## src/llq_pkg.sv

```systemverilog
`timescale 1ns / 1ps

package llq_pkg;

    localparam int NODE_COUNT_DEF  = 8;
    localparam int VALUE_WIDTH_DEF = 32;
    localparam int DATA_WIDTH      = 32;
    localparam int STATUS_WIDTH    = 2;

    localparam logic ACT_ENQ = 1'b0;
    localparam logic ACT_DEQ = 1'b1;

    localparam logic [STATUS_WIDTH-1:0] ST_OK    = 2'd0;
    localparam logic [STATUS_WIDTH-1:0] ST_FULL  = 2'd1;
    localparam logic [STATUS_WIDTH-1:0] ST_EMPTY = 2'd2;

    typedef struct packed {
        logic capture;
        logic reject;
        logic exec;
        logic link;
    } ctrl_cmd_t;

    typedef struct packed {
        logic enq;
        logic free_null;
        logic head_null;
        logic tail_node;
    } dp_status_t;

endpackage

```

## src/llq_ram.sv

```systemverilog
`timescale 1ns / 1ps

module llq_ram #(
    parameter int WIDTH = 32,
    parameter int DEPTH = 8
) (
    input  logic                     clk,
    input  logic                     we,
    input  logic [$clog2(DEPTH)-1:0] waddr,
    input  logic [WIDTH-1:0]         wdata,
    input  logic [$clog2(DEPTH)-1:0] raddr,
    output logic [WIDTH-1:0]         rdata
);

    logic [WIDTH-1:0] mem_reg [DEPTH];
    logic [WIDTH-1:0] rdata_reg;

    always_ff @(posedge clk)
    begin
        if (we)
        begin
            mem_reg[waddr] <= wdata;
        end
        rdata_reg <= mem_reg[raddr];
    end

    assign rdata = rdata_reg;

endmodule

```

## src/llq_ctrl.sv

```systemverilog
`timescale 1ns / 1ps

module llq_ctrl import llq_pkg::*; (
    input  logic       clk,
    input  logic       rst_n,
    input  logic       start,
    input  dp_status_t dp_status,
    output ctrl_cmd_t  cmd,
    output logic       busy,
    output logic       done
);

    localparam logic [2:0] S_IDLE = 3'd0;
    localparam logic [2:0] S_READ = 3'd1;
    localparam logic [2:0] S_EXEC = 3'd2;
    localparam logic [2:0] S_LINK = 3'd3;
    localparam logic [2:0] S_DONE = 3'd4;

    logic [2:0] state_reg;
    logic [2:0] state_next;
    logic       reject;

    assign busy = (state_reg != S_IDLE) && (state_reg != S_DONE);
    assign done = (state_reg == S_DONE);

    assign reject = dp_status.enq ? dp_status.free_null : dp_status.head_null;

    always_comb
    begin
        state_next  = state_reg;
        cmd         = '0;
        cmd.capture = start && !busy;
        unique case (state_reg)
            S_IDLE:
            begin
                if (start)
                begin
                    state_next = S_READ;
                end
            end
            S_READ:
            begin
                if (reject)
                begin
                    cmd.reject = 1'b1;
                    state_next = S_DONE;
                end
                else
                begin
                    state_next = S_EXEC;
                end
            end
            S_EXEC:
            begin
                cmd.exec = 1'b1;
                if (dp_status.enq && dp_status.tail_node)
                begin
                    state_next = S_LINK;
                end
                else
                begin
                    state_next = S_DONE;
                end
            end
            S_LINK:
            begin
                cmd.link   = 1'b1;
                state_next = S_DONE;
            end
            S_DONE:
            begin
                state_next = start ? S_READ : S_IDLE;
            end
            default:
            begin
                state_next = S_IDLE;
            end
        endcase
    end

    always_ff @(posedge clk or negedge rst_n)
    begin
        if (!rst_n)
        begin
            state_reg <= S_IDLE;
        end
        else
        begin
            state_reg <= state_next;
        end
    end

endmodule

```

## src/llq_dp.sv

```systemverilog
`timescale 1ns / 1ps

module llq_dp import llq_pkg::*; #(
    parameter int NODE_COUNT  = NODE_COUNT_DEF,
    parameter int VALUE_WIDTH = VALUE_WIDTH_DEF
) (
    input  logic                          clk,
    input  logic                          rst_n,
    input  ctrl_cmd_t                     cmd,
    input  logic                          action,
    input  logic signed [DATA_WIDTH-1:0]  data_in,
    output dp_status_t                    dp_status,
    output logic [STATUS_WIDTH-1:0]       status,
    output logic signed [DATA_WIDTH-1:0]  data_out
);

    localparam int AW = $clog2(NODE_COUNT);
    localparam int PW = $clog2(NODE_COUNT + 1);
    localparam logic [PW-1:0] NULL_PTR = PW'(NODE_COUNT);

    logic                    action_reg;
    logic [DATA_WIDTH-1:0]   data_reg;
    logic [PW-1:0]           free_head_reg, free_head_next;
    logic [PW-1:0]           head_reg, head_next;
    logic [PW-1:0]           tail_reg, tail_next;
    logic [PW-1:0]           fill_reg, fill_next;
    logic [PW-1:0]           node_reg, node_next;
    logic [STATUS_WIDTH-1:0] status_reg, status_next;
    logic [DATA_WIDTH-1:0]   data_out_reg, data_out_next;

    logic                    enq;
    logic [PW-1:0]           rd_ptr;
    logic [PW-1:0]           link_rd;
    logic [PW-1:0]           link_eff;
    logic [PW-1:0]           new_head;
    logic [VALUE_WIDTH-1:0]  value_rd;
    logic [VALUE_WIDTH-1:0]  wr_value;
    logic [DATA_WIDTH-1:0]   rd_widened;

    logic                    link_we;
    logic [AW-1:0]           link_waddr;
    logic [PW-1:0]           link_wdata;
    logic                    value_we;

    assign enq    = (action_reg == ACT_ENQ);
    assign rd_ptr = enq ? free_head_reg : head_reg;

    assign dp_status.enq       = enq;
    assign dp_status.free_null = !(free_head_reg < NULL_PTR);
    assign dp_status.head_null = !(head_reg < NULL_PTR);
    assign dp_status.tail_node = (tail_reg < NULL_PTR);

    // nodes at or past the fill count still hold their reset link
    assign link_eff = (rd_ptr >= fill_reg) ? rd_ptr + PW'(1) : link_rd;
    assign new_head = (link_eff < NULL_PTR) ? link_eff : NULL_PTR;

    generate
        if (VALUE_WIDTH <= DATA_WIDTH)
        begin : g_narrow
            assign wr_value   = data_reg[VALUE_WIDTH-1:0];
            assign rd_widened = DATA_WIDTH'($signed(value_rd));
        end
        else
        begin : g_wide
            assign wr_value   = VALUE_WIDTH'(data_reg);
            assign rd_widened = value_rd[DATA_WIDTH-1:0];
        end
    endgenerate

    assign value_we = cmd.exec && enq;

    always_comb
    begin
        link_we    = cmd.exec || cmd.link;
        link_waddr = rd_ptr[AW-1:0];
        link_wdata = enq ? NULL_PTR : free_head_reg;
        if (cmd.link)
        begin
            link_waddr = tail_reg[AW-1:0];
            link_wdata = node_reg;
        end
    end

    llq_ram #(
        .WIDTH (PW),
        .DEPTH (NODE_COUNT)
    ) u_link_ram (
        .clk   (clk),
        .we    (link_we),
        .waddr (link_waddr),
        .wdata (link_wdata),
        .raddr (rd_ptr[AW-1:0]),
        .rdata (link_rd)
    );

    llq_ram #(
        .WIDTH (VALUE_WIDTH),
        .DEPTH (NODE_COUNT)
    ) u_value_ram (
        .clk   (clk),
        .we    (value_we),
        .waddr (free_head_reg[AW-1:0]),
        .wdata (wr_value),
        .raddr (head_reg[AW-1:0]),
        .rdata (value_rd)
    );

    always_comb
    begin
        free_head_next = free_head_reg;
        head_next      = head_reg;
        tail_next      = tail_reg;
        fill_next      = fill_reg;
        node_next      = node_reg;
        status_next    = status_reg;
        data_out_next  = data_out_reg;
        if (cmd.reject)
        begin
            status_next   = enq ? ST_FULL : ST_EMPTY;
            data_out_next = enq ? '0 : '1;
        end
        if (cmd.exec)
        begin
            status_next = ST_OK;
            if (enq)
            begin
                data_out_next  = '0;
                node_next      = free_head_reg;
                free_head_next = link_eff;
                if (free_head_reg >= fill_reg)
                begin
                    fill_next = fill_reg + PW'(1);
                end
                if (!(head_reg < NULL_PTR))
                begin
                    head_next = free_head_reg;
                end
                if (!(tail_reg < NULL_PTR))
                begin
                    tail_next = free_head_reg;
                end
            end
            else
            begin
                data_out_next  = rd_widened;
                free_head_next = head_reg;
                head_next      = new_head;
                if (new_head == NULL_PTR)
                begin
                    tail_next = NULL_PTR;
                end
            end
        end
        if (cmd.link)
        begin
            tail_next = node_reg;
        end
    end

    always_ff @(posedge clk or negedge rst_n)
    begin
        if (!rst_n)
        begin
            free_head_reg <= '0;
            head_reg      <= NULL_PTR;
            tail_reg      <= NULL_PTR;
            fill_reg      <= '0;
        end
        else
        begin
            free_head_reg <= free_head_next;
            head_reg      <= head_next;
            tail_reg      <= tail_next;
            fill_reg      <= fill_next;
        end
    end

    always_ff @(posedge clk)
    begin
        if (cmd.capture)
        begin
            action_reg <= action;
            data_reg   <= data_in;
        end
        node_reg     <= node_next;
        status_reg   <= status_next;
        data_out_reg <= data_out_next;
    end

    assign status   = status_reg;
    assign data_out = data_out_reg;

endmodule

```

## src/linked_list_queue_free_list_top.sv

```systemverilog
`timescale 1ns / 1ps
// channel   ports                            transfer when
// command   start, action, data_in, busy     start high and busy low at a clock edge
// result    done, status, data_out           done high, one cycle, no back-pressure
//
// an enqueue goes through read, exec and done after acceptance, with a link
// state before done when the queue already holds a node (a second write to
// the link store joins the old tail); a dequeue goes through read, exec and
// done; a full or empty rejection goes from read straight to done; the single
// write port of the link store and its registered read set these steps; a
// new command is taken in the cycle done is shown; rst_n clears the pointers;
// no clearing pass is needed, so busy is low straight after reset

module linked_list_queue_free_list_top import llq_pkg::*; #(
    parameter int NODE_COUNT  = NODE_COUNT_DEF,
    parameter int VALUE_WIDTH = VALUE_WIDTH_DEF
) (
    input  logic                         clk,
    input  logic                         rst_n,
    input  logic                         start,
    input  logic                         action,
    input  logic signed [DATA_WIDTH-1:0] data_in,
    output logic                         busy,
    output logic                         done,
    output logic [STATUS_WIDTH-1:0]      status,
    output logic signed [DATA_WIDTH-1:0] data_out
);

    ctrl_cmd_t  cmd;
    dp_status_t dp_status;

    llq_ctrl u_ctrl (
        .clk       (clk),
        .rst_n     (rst_n),
        .start     (start),
        .dp_status (dp_status),
        .cmd       (cmd),
        .busy      (busy),
        .done      (done)
    );

    llq_dp #(
        .NODE_COUNT  (NODE_COUNT),
        .VALUE_WIDTH (VALUE_WIDTH)
    ) u_dp (
        .clk       (clk),
        .rst_n     (rst_n),
        .cmd       (cmd),
        .action    (action),
        .data_in   (data_in),
        .dp_status (dp_status),
        .status    (status),
        .data_out  (data_out)
    );

endmodule

```

## config.mk

```make
export PLATFORM = sky130hd
export DESIGN_NAME = linked_list_queue_free_list_top
export DESIGN_NICKNAME = d
export VERILOG_FILES = /design/src/llq_pkg.sv /design/src/llq_ram.sv /design/src/llq_ctrl.sv /design/src/llq_dp.sv /design/src/linked_list_queue_free_list_top.sv
export SDC_FILE = /design/constraint.sdc
export NUM_CORES = 1
export LEC_CHECK = 0
export ABC_AREA = 1
export BUFFER_PORTS_ARGS = -buffer_cell sky130_fd_sc_hd__buf_2
export CAP_MARGIN = 0
export CORE_MARGIN = 5
export CORE_UTILIZATION = 48
export DETAILED_ROUTE_END_ITERATION = 8
export SKIP_LAST_GASP = 1
export SYNTH_ARGS = -nofsm -noshare
export SYNTH_HDL_FRONTEND = slang
export SYNTH_HIERARCHICAL = 1
export SYNTH_SLANG_ARGS = --single-unit
```

## constraint.sdc

```tcl
create_clock -name clk -period 4.7 [get_ports clk]
set_clock_uncertainty 0.2 [all_clocks]
set_input_delay 0 -clock clk [delete_from_list [all_inputs] [get_ports clk]]
set_output_delay 0 -clock clk [all_outputs]
set_load 0.005 [all_outputs]
```

# [Yosys cells after proc, flatten, opt, wreduce, memory -nomap -nowiden]
# Memory sizes are Yosys's and may differ from the RTL's. A register that Yosys moved wholly into a read port is not among the register bits.
# Cells that the tools add are included.
[totals] memories=2 reg_bits=90 ramBits=288
[memory_table] name="u_dp.u_value_ram.mem_reg" depth=8 width=32 read_ports=1 rd_ports_with_merged_regs=1 write_ports=1 line="llq_ram.sv:15" text="logic [WIDTH-1:0] mem_reg [DEPTH];"
[memory_table] name="u_dp.u_link_ram.mem_reg" depth=8 width=4 read_ports=1 rd_ports_with_merged_regs=1 write_ports=1 line="llq_ram.sv:15"
[op_classes] addsub=2 n_reduce_logical=16 n_bitwise=1 eq_ne=10 order_cmp=6 muxes=33
[op_table] operator="32-bit two-way mux" count=4
[op_table] operator="4-bit two-way mux" count=13
[op_table] operator="4-bit < comparator (second input constant)" count=4
[op_table] operator="3-bit one-hot mux with 5 select lines" count=1
[op_table] operator="3-bit two-way mux" count=4
[op_table] operator="1-bit two-way mux" count=10
[op_table] operator="4-bit by 1-bit adder with 4-bit output (second input constant)" count=2
[op_table] operator="4-bit >= comparator" count=2
[op_table] operator="3-bit by 2-bit equality test with 1-bit output (second input constant)" count=2
[op_table] operator="3-bit AND reduction" count=2
[op_table] operator="4-bit equality test (second input constant)" count=1
[op_table] operator="1-bit logical AND" count=4
[op_table] operator="2-bit AND reduction" count=2
[op_table] operator="2-bit nonzero test" count=2
[op_table] operator="3-bit by 1-bit equality test with 1-bit output (second input constant)" count=1
[op_table] operator="3-bit equality test (second input constant)" count=1
[op_table] operator="1-bit zero test" count=3
[op_table] operator="3-bit zero test" count=1
[op_table] operator="3-bit by 1-bit inequality test with 1-bit output (second input constant)" count=1
[op_table] operator="3-bit by 2-bit inequality test with 1-bit output (second input constant)" count=1
[op_table] operator="3-bit inequality test (second input constant)" count=1
[op_table] operator="3-bit nonzero test" count=1
[op_table] operator="2-bit two-way mux" count=1
[op_table] operator="2-bit by 1-bit inequality test with 1-bit output (second input constant)" count=1
[op_table] operator="3 further kinds" count=3

# [Depth between registers and ports, before layout]
# Gate-level depths: netlist of run 1.
[depth] word_depth=10 depth_mapped=15 mapped_depth_nobuf=15

# [Hierarchy]
# The synthesis of run 1 kept the hierarchy.
[by_module_without_submodules] module="llq_ram (u_dp.u_value_ram)" cells_each=1156 n_inst=1 area_each_um2=11872.6 seq_area_each_um2=8328.0
[by_module_without_submodules] module="llq_dp" cells_each=322 n_inst=1 area_each_um2=3729.8 seq_area_each_um2=2514.9
[by_module_without_submodules] module="llq_ram (u_dp.u_link_ram)" cells_each=160 n_inst=1 area_each_um2=1567.8 seq_area_each_um2=1041.0
[by_module_without_submodules] module="llq_ctrl" cells_each=34 n_inst=1 area_each_um2=200.2 seq_area_each_um2=75.1

# [Worst setup path after synthesis of run 1]
# Ideal clock, no wire load.
[synth_path] path_kind="flip-flop to flip-flop" from="reg u_ctrl.state_reg[0]" to="mem u_dp.u_value_ram.mem_reg[1][0] (enable)" period_less_slack_ns=3.385 path_buffers=0 path_slack_ns=1.315 t_arrival_ns=2.764 setup_time_ns=0.421 required_time_ns=4.079 stages_incl_launch_ff=6 cell_sequence="dfrtp_1 -> nor3_1 -> inv_2 -> nor2_1 -> nand2_1 -> nor2_1"
[synth_rtl] element="from (decl)" line="llq_ctrl.sv:19" text="logic [2:0] state_reg;"
[synth_rtl] element="from (signal assigned)" line="llq_ctrl.sv:89" text="state_reg <= state_next;"
[synth_rtl] element="to (decl)" line="llq_ram.sv:15"

# [Final worst setup path of run 1]
[layout_path] from="reg u_dp.action_reg" to="reg u_dp.head_reg[2]"
[layout_via] elab_chain_cells=6 word_cells_on_any_way=9 cone_classes="add/sub: 1; order compare: 2; eq/ne: 1; mux: 4; reduce/logical: 1"
[layout_rtl] element="from (decl)" line="llq_dp.sv:21" text="logic action_reg;"
[layout_rtl] element="from (signal assigned)" line="llq_dp.sv:182" text="action_reg <= action;"
[layout_rtl] element="4-bit two-way mux *" line="llq_dp.sv:46" text="assign rd_ptr = enq ? free_head_reg : head_reg;"
[layout_rtl] element="net u_dp.rd_ptr[2]" line="llq_dp.sv:32" text="logic [PW-1:0] rd_ptr;"
[layout_rtl] element="4-bit by 1-bit adder with 4-bit output / 4-bit >= comparator (equally long branches)" line="llq_dp.sv:54" text="assign link_eff = (rd_ptr >= fill_reg) ? rd_ptr + PW'(1) : link_rd;"
[layout_rtl] element="4-bit two-way mux *" line="llq_dp.sv:54"
[layout_rtl] element="4-bit < comparator" line="llq_dp.sv:55" text="assign new_head = (link_eff < NULL_PTR) ? link_eff : NULL_PTR;"
[layout_rtl] element="4-bit two-way mux *" line="llq_dp.sv:55"
[layout_rtl] element="4-bit two-way mux *" line="llq_dp.sv:125" text="if (enq)"
[layout_rtl] element="to (signal assigned)" line="llq_dp.sv:172" text="head_reg <= head_next;"
[layout_rtl] element="to (decl)" line="llq_dp.sv:24" text="logic [PW-1:0] head_reg, head_next;"
# The timed path passes the listed nets; every way through them passes the cells marked *.
# A chain may end at the register's enable or synchronous reset.

==> summary.txt, run 1 <==
Floorplan
  • Die width: 200.2 um
  • Initial Util: 48.72%
  • FP Rows: 69
  • Die Area: 40090 um2
  • Die Ht: 200.2 um
  • Area of the core: 35660 um2
  • # IOs: 72

STA
  • Setup violations, final: 0
  • Post-layout minimum cycle time: 3.235 ns
  • Pins Over Slew Limit: 0
  • Max-slew headroom: 29.99%
  • Fmax: 0.3091 GHz
  • Tightest Pin Transition: 1.050 ns
  • Setup_tns: 0 ns
  • Hold_ws: 0.1096 ns
  • RSZ-0062 raised after global routing: no
  • Final period util: 68.82%
  • Final Hold Viols: 0

Run
  • Max-cap viol count: 0

Global routing
  • Global-route usage over all layers: 18.22%
  • Pin count of the biggest net entering global routing: 94
  • First-pass GRT wire length: 58710 um
  • Initial antenna violation count: 0
  • Vias in the first global route: 10992
  • Gr ovfl total: 0

Hold path
  • Hold Path End: u_ctrl/state_reg[0]
  • Hold path depth: 4
  • HP Start: start
  • Worst Hold Class: in -> reg

Drt
  • DRC: 0
  • DRT iter0 DRCs: 640
  • Post-Route WL: 35870 um
  • Drt via density: 4.760
  • Pre-antenna DRT Iters: 5
  • Total vias in the final route: 11001
  • Wire per inst: 15.52 um
  • Final ANT Viol Nets: 0

Finish
  • Fin util: 56.75%
  • Max FFs per register: 256
  • Highest-count cells in the layout ignoring fill and taps: nand2_1, edfxtp_1, inv_1, nand3_1, nor2_1
  • Area overhead of the layout relative to synthesis: 16.49%
  • Nets: 1860
  • Commonest non-fill, non-tap cell in the layout: nand2_1
  • Non-filler instance count after layout: 2311
  • Antenna fix cells: 0
  • Share of cells above drive strength 1: 11.19%

Placement
  • Detailed placement HPWL: 20300 um
  • Gpl congestion: 0.8377
  • Dpl cells: 2159
  • Port buffer count: 71

Setup path
  • Required time worst endpoint: 4.98 ns
  • Crit path arrival time: 3.51 ns
  • FF-to-FF End: u_dp/head_reg[2]
  • R2r startpoint: u_dp/action_reg
  • Crit end category: register
  • Startpoint Class: register
  • Max FO, Critical Path: 26
  • Reg2Reg Depth: 13
  • Flop2flop setup slack: 1.47 ns
  • Crit path kind: reg -> reg

Yosys
  • Seq/Total Area, Yosys: 68.85%
  • Average size of a mapped cell: 10.39 um2
  • Gate Count Post-Synth: 1672
  • Syn Nets: 1718
  • Synth Warn #: 6
  • Number of synthesized register bits: 414
  • Cell variety after synth: 34
  • Syn Std Cell Area: 17370 um2

Outcome
  • Status: complete, no violations

Power and ir drop
  • Tot Pwr: 11.80 mW
  • Leak Pwr: 9.029 nW
  • VDD IR-drop max: 351.7 uV
  • Power Density: 583.2 nW/um2

Clock tree
  • Number of setup buffers added after CTS: 0
  • Clock root cell: clkbuf_16
  • Clock latency at the later pin of the worst-skew pair: 0.55 ns
  • CTS tree: done
  • Clk pin slew, worst setup/hold paths: 0.05 ns
  • Longest Clk Path Bufs: 3
  • Resize count post-CTS: 0
  • CTS H-tree depth: 2
  • CTS sink cnt: 414
  • CTS buffer count: 44
  • Hold_buf cts: 70
-- layout make-up --
type	count	area (um2)
well taps	461	576.8
repair buffers	161	1231
flip-flops and latches	414	11960
multi-input cells	862	3814
inverters	331	1246
clock inverters	18	155.1
clock buffers	64	1247
fillers	3016	15420
-- critical path, cell delays in order, from the launching register on --
cell and delay (ns):
edfxtp_1 0.56, inv_2 0.41, buf_4 0.42, nand2_1 0.19, nand2_4 0.16, ha_1 0.25, nand2_1 0.08, inv_2 0.04
nand3_2 0.10, nand3_4 0.12, or2_1 0.29, nand2_4 0.10, nand3_1 0.09, a21oi_2 0.14
-- layer usage --
layer	global-route usage, %	up-vias	routed length (um)
met2	31.55	191	17520
li1	-	5557	-
met3	2.765	66	1339
met5	0	-	0
met1	23.91	5187	16120
met4	5.680	0	896
-- per-stage QoR --
step | area [um2] | setup slack [ns]
CTS | 20230 | 1.467
global placement | 18130 | 1.538
detailed placement | 18130 | 1.479
finish | 20230 | 1.465
floorplan | 17370 | 1.315
global route | 20230 | 1.220
-- power by group --
group          leakage (nW)  internal (mW)  total, mW  switching, mW
registers              3.79           4.72       5.07          0.349
clock network         0.690           1.96       3.32           1.36
logic                  4.55           1.04       3.41           2.37
-- logic make-up (layout without fill, tap and decap cells) --
group	count (synthesis)	after routing	share of synthesized area (%)
compound gates	30	30	1.016
xor+xnor	4	4	0.2017
fa+ha+maj	10	10	0.7203
buf+inv	396	574	9.558
flops	414	414	68.85
simple gates	818	818	19.66
-- cells in the mapped netlist --
master,n,area share [%]
nor2_2,1,0.036
buf_2,23,0.66
nor2_1,94,2.0
xor2_1,4,0.20
nor3_1,2,0.058
o221ai_1,2,0.10
dfxtp_1,38,4.4
dfstp_2,2,0.30
inv_4,1,0.036
nand2_1,537,12
nand3_1,150,4.3
buf_6,15,0.97
a31oi_1,3,0.11
nand2_4,3,0.19
a21oi_1,9,0.26
ha_1,10,0.72
nand3_2,3,0.17
inv_2,7,0.15
o21bai_1,2,0.086
nand3_4,3,0.30
nand4_2,1,0.072
inv_1,323,7.0
a21oi_2,2,0.10
and2_1,1,0.036
buf_1,7,0.15
clkbuf_1,12,0.26
o21ai_0,11,0.32
edfxtp_1,357,62
nand2_2,15,0.54
buf_4,8,0.35
o211ai_1,1,0.043
nand4_1,7,0.25
dfrtp_1,17,2.4
or2_1,1,0.036
-- how the worst max path moves through the flow --
| stage | startpoint | end | slack (ns) |
|---|---|---|---|
| after detailed placement | u_dp/action_reg | u_dp/head_reg[2] | 1.48 |
| after CTS | u_dp/action_reg | u_dp/head_reg[2] | 1.47 |
| after global routing | u_dp/action_reg | u_dp/head_reg[2] | 1.22 |
| after global placement | u_dp/action_reg | u_dp/head_reg[2] | 1.54 |
| final | u_dp/action_reg | u_dp/head_reg[2] | 1.47 |
| after floorplan | u_ctrl/state_reg[0] | u_dp/u_value_ram/mem_reg[1][0] | 1.31 |
Power figures use the tool's default switching activity.
==> run 2: changes to the inputs <==
==> constraint.sdc (replaced) <==
create_clock -name clk -period 3.25 [get_ports clk]
set_clock_uncertainty 0.2 [all_clocks]
set_input_delay 0 -clock clk [delete_from_list [all_inputs] [get_ports clk]]
set_output_delay 0 -clock clk [all_outputs]
set_load 0.005 [all_outputs]
==> summary.txt, run 2 (same netlist as run 1, synthesis figures left out) <==
Outcome
  • Status: complete, no violations (unchanged)

Power and ir drop
  • Leak Pwr: 9.074 nW (was 9.029 nW)
  • Int Power: 11.27 mW (was 7.716 mW)
  • Share of power burned in the clock network: 28.1% (was 28.2%)
  • Sw Share: 34.59% (was 34.61%)
  • Reg power frac: 42.1% (was 43.0%)
  • VDD IR-drop max: 496.7 uV (was 351.7 uV)
  • Net Sw Power: 5.959 mW (was 4.084 mW)
  • Tot Pwr: 17.22 mW (was 11.80 mW)
  • Comb power frac: 29.8% (was 28.9%)
  • Power Density: 846.7 nW/um2 (was 583.2 nW/um2)

Global routing
  • Pin count of the biggest net entering global routing: 77 (was 94)
  • Initial antenna violation count: 0 (unchanged)
  • First-pass GRT wire length: 57650 um (was 58710 um)
  • Global-route usage over all layers: 17.93% (was 18.22%)
  • Vias in the first global route: 10583 (was 10992)
  • Gr ovfl total: 0 (unchanged)

Setup path
  • R2r startpoint: u_ctrl/state_reg[0] (was u_dp/action_reg)
  • Required time worst endpoint: 3.28 ns (was 4.98 ns)
  • FF-to-FF End: u_dp/u_value_ram/mem_reg[4][21] (was u_dp/head_reg[2])
  • Reg2Reg Depth: 6 (was 13)
  • Crit path kind: reg -> reg (unchanged)
  • Crit end category: register (unchanged)
  • Crit path arrival time: 2.81 ns (was 3.51 ns)
  • Flop2flop setup slack: 0.46 ns (was 1.47 ns)
  • Startpoint Class: register (unchanged)
  • Max FO, Critical Path: 24 (was 26)

Floorplan
  • Area of the core: 35660 um2 (unchanged)
  • # IOs: 72 (unchanged)
  • Die width: 200.2 um (unchanged)
  • Die Ht: 200.2 um (unchanged)
  • Die Area: 40090 um2 (unchanged)
  • Initial Util: 48.72% (unchanged)
  • FP Rows: 69 (unchanged)

STA
  • RSZ-0062 raised after global routing: no (unchanged)
  • Setup_tns: 0 ns (unchanged)
  • Tightest Pin Transition: 0.8792 ns (was 1.050 ns)
  • Fmax: 0.3589 GHz (was 0.3091 GHz)
  • Setup violations, final: 0 (unchanged)
  • Post-layout minimum cycle time: 2.786 ns (was 3.235 ns)
  • Final period util: 85.72% (was 68.82%)
  • Final Hold Viols: 0 (unchanged)
  • Pins Over Slew Limit: 0 (unchanged)
  • Max-slew headroom: 41.39% (was 29.99%)

Finish
  • Nets: 1866 (was 1860)
  • Max FFs per register: 256 (unchanged)
  • Share of cells above drive strength 1: 11.43% (was 11.19%)
  • Reg area: 11960 um2 (unchanged)
  • Area overhead of the layout relative to synthesis: 17.11% (was 16.49%)
  • Filler cells: 2935 (was 3016)
  • Commonest non-fill, non-tap cell in the layout: nand2_1 (unchanged)
  • Antenna fix cells: 0 (unchanged)
  • Area occupied by multi-input gates: 3814 um2 (unchanged)
  • Highest-count cells in the layout ignoring fill and taps: nand2_1, edfxtp_1, inv_1, nand3_1, nor2_1 (unchanged)

Hold path
  • HP Start: data_in[11] (was start)
  • Hold Path End: u_dp/data_reg[11] (was u_ctrl/state_reg[0])
  • Worst Hold Class: in -> reg (unchanged)
  • Hold path depth: 2 (was 4)

Clock tree
  • Longest Clk Path Bufs: 3 (unchanged)
  • CTS buffer count: 43 (was 44)
  • CTS sink cnt: 414 (unchanged)
  • Clock root cell: clkbuf_16 (unchanged)
  • CTS H-tree depth: 2 (unchanged)
  • CTS tree: done (unchanged)
  • Clk pin slew, worst setup/hold paths: 0.07 ns (was 0.05 ns)
  • Clock latency at the later pin of the worst-skew pair: 0.55 ns (about the same)

Drt
  • Drt via density: 4.705 (was 4.760)
  • Pre-antenna DRT Iters: 6 (was 5)
  • Met1 WL: 16360 um (was 16120 um)
  • Final ANT Viol Nets: 0 (unchanged)
  • DRC: 0 (unchanged)
  • Top layer in use: met4 (unchanged)
  • DRT iter0 DRCs: 672 (was 640)
  • Total vias in the final route: 10897 (was 11001)
  • Met3 WL post-DR: 1266 um (was 1339 um)
  • Wire per inst: 15.48 um (was 15.52 um)
  • Met2 wire length: 17240 um (was 17520 um)
  • Post-Route WL: 35850 um (was 35870 um)

Run
  • Max-cap viol count: 0 (unchanged)

Placement
  • Detailed placement HPWL: 21420 um (was 20300 um)
  • Port buffer count: 71 (unchanged)
  • Gpl congestion: 0.7835 (was 0.8377)
run 2: how the worst max path moves through the flow:
stage                                       to           startpoint
2_1_floorplan   u_dp/u_value_ram/mem_reg[1][0]  u_ctrl/state_reg[0]
3_3_place_gp   u_dp/u_value_ram/mem_reg[4][19]  u_ctrl/state_reg[0]
3_5_place_dp   u_dp/u_value_ram/mem_reg[6][20]  u_ctrl/state_reg[0]
4_1_cts        u_dp/u_value_ram/mem_reg[4][23]  u_ctrl/state_reg[0]
5_1_grt        u_dp/u_value_ram/mem_reg[4][23]  u_ctrl/state_reg[0]
6_report       u_dp/u_value_ram/mem_reg[4][21]  u_ctrl/state_reg[0]
run 2: repair_timing:
item / CTS / global route
endpoints found under the hold margin: 53 / 0
hold buffers: 67 / 0
resized for setup: 0 / 0
buffers inserted: 0 / 0
run 2: worst max-delay path, cell delays in order (launching register included):
cell and delay (ns):
dfrtp_1 0.43, nor3_1 0.41, inv_2 0.06, nor2_1 0.32
nand2_1 0.34, nor2_4 0.42, buf_12 0.26
run 2: power by group through the flow:
stage | clock, mW | sequential [mW] | combinational [mW]
floorplan | 0 | 7.21 | 3.78
global placement | 0 | 7.36 | 5.03
detailed placement | 0 | 7.36 | 5.11
CTS | 4.96 | 7.26 | 5.19
global route | 5.22 | 7.34 | 5.84
finish | 4.84 | 7.25 | 5.13
run 2: final cells by class:
| type | instances | share of cell area (%) |
|---|---|---|
| multi-input cells | 862 | 18.75 |
| repair buffers | 168 | 6.520 |
| inverters | 331 | 6.126 |
| well taps | 461 | 2.836 |
| clock inverters | 16 | 0.9288 |
| clock buffers | 64 | 6.028 |
| flip-flops and latches | 414 | 58.81 |
run 2: stage by stage:
| stage | instances | hold slack (ns) | setup WS (ns) | utilization, % | instance area, um2 |
|---|---|---|---|---|---|
| final | 2316 | 0.02419 | 0.4640 | 57.05 | 20340 |
| after global routing | 2316 | 0.002576 | 0.3632 | 57.05 | 20340 |
| after CTS | 2316 | 0.002184 | 0.4531 | 57.05 | 20340 |
| after detailed placement | 2169 | -0.2255 | 0.5301 | 51.20 | 18260 |
| after global placement | 2169 | -0.2231 | 0.5858 | 51.20 | 18260 |
| after floorplan | 1672 | -0.4956 | -0.1353 | - | 17370 |
run 2: metal layers:
layer  track usage (%)  vias up
met5                 0        -
met4             5.508        0
met3             2.458       60
met2             30.23      197
met1             24.47     5084
li1                  -     5556
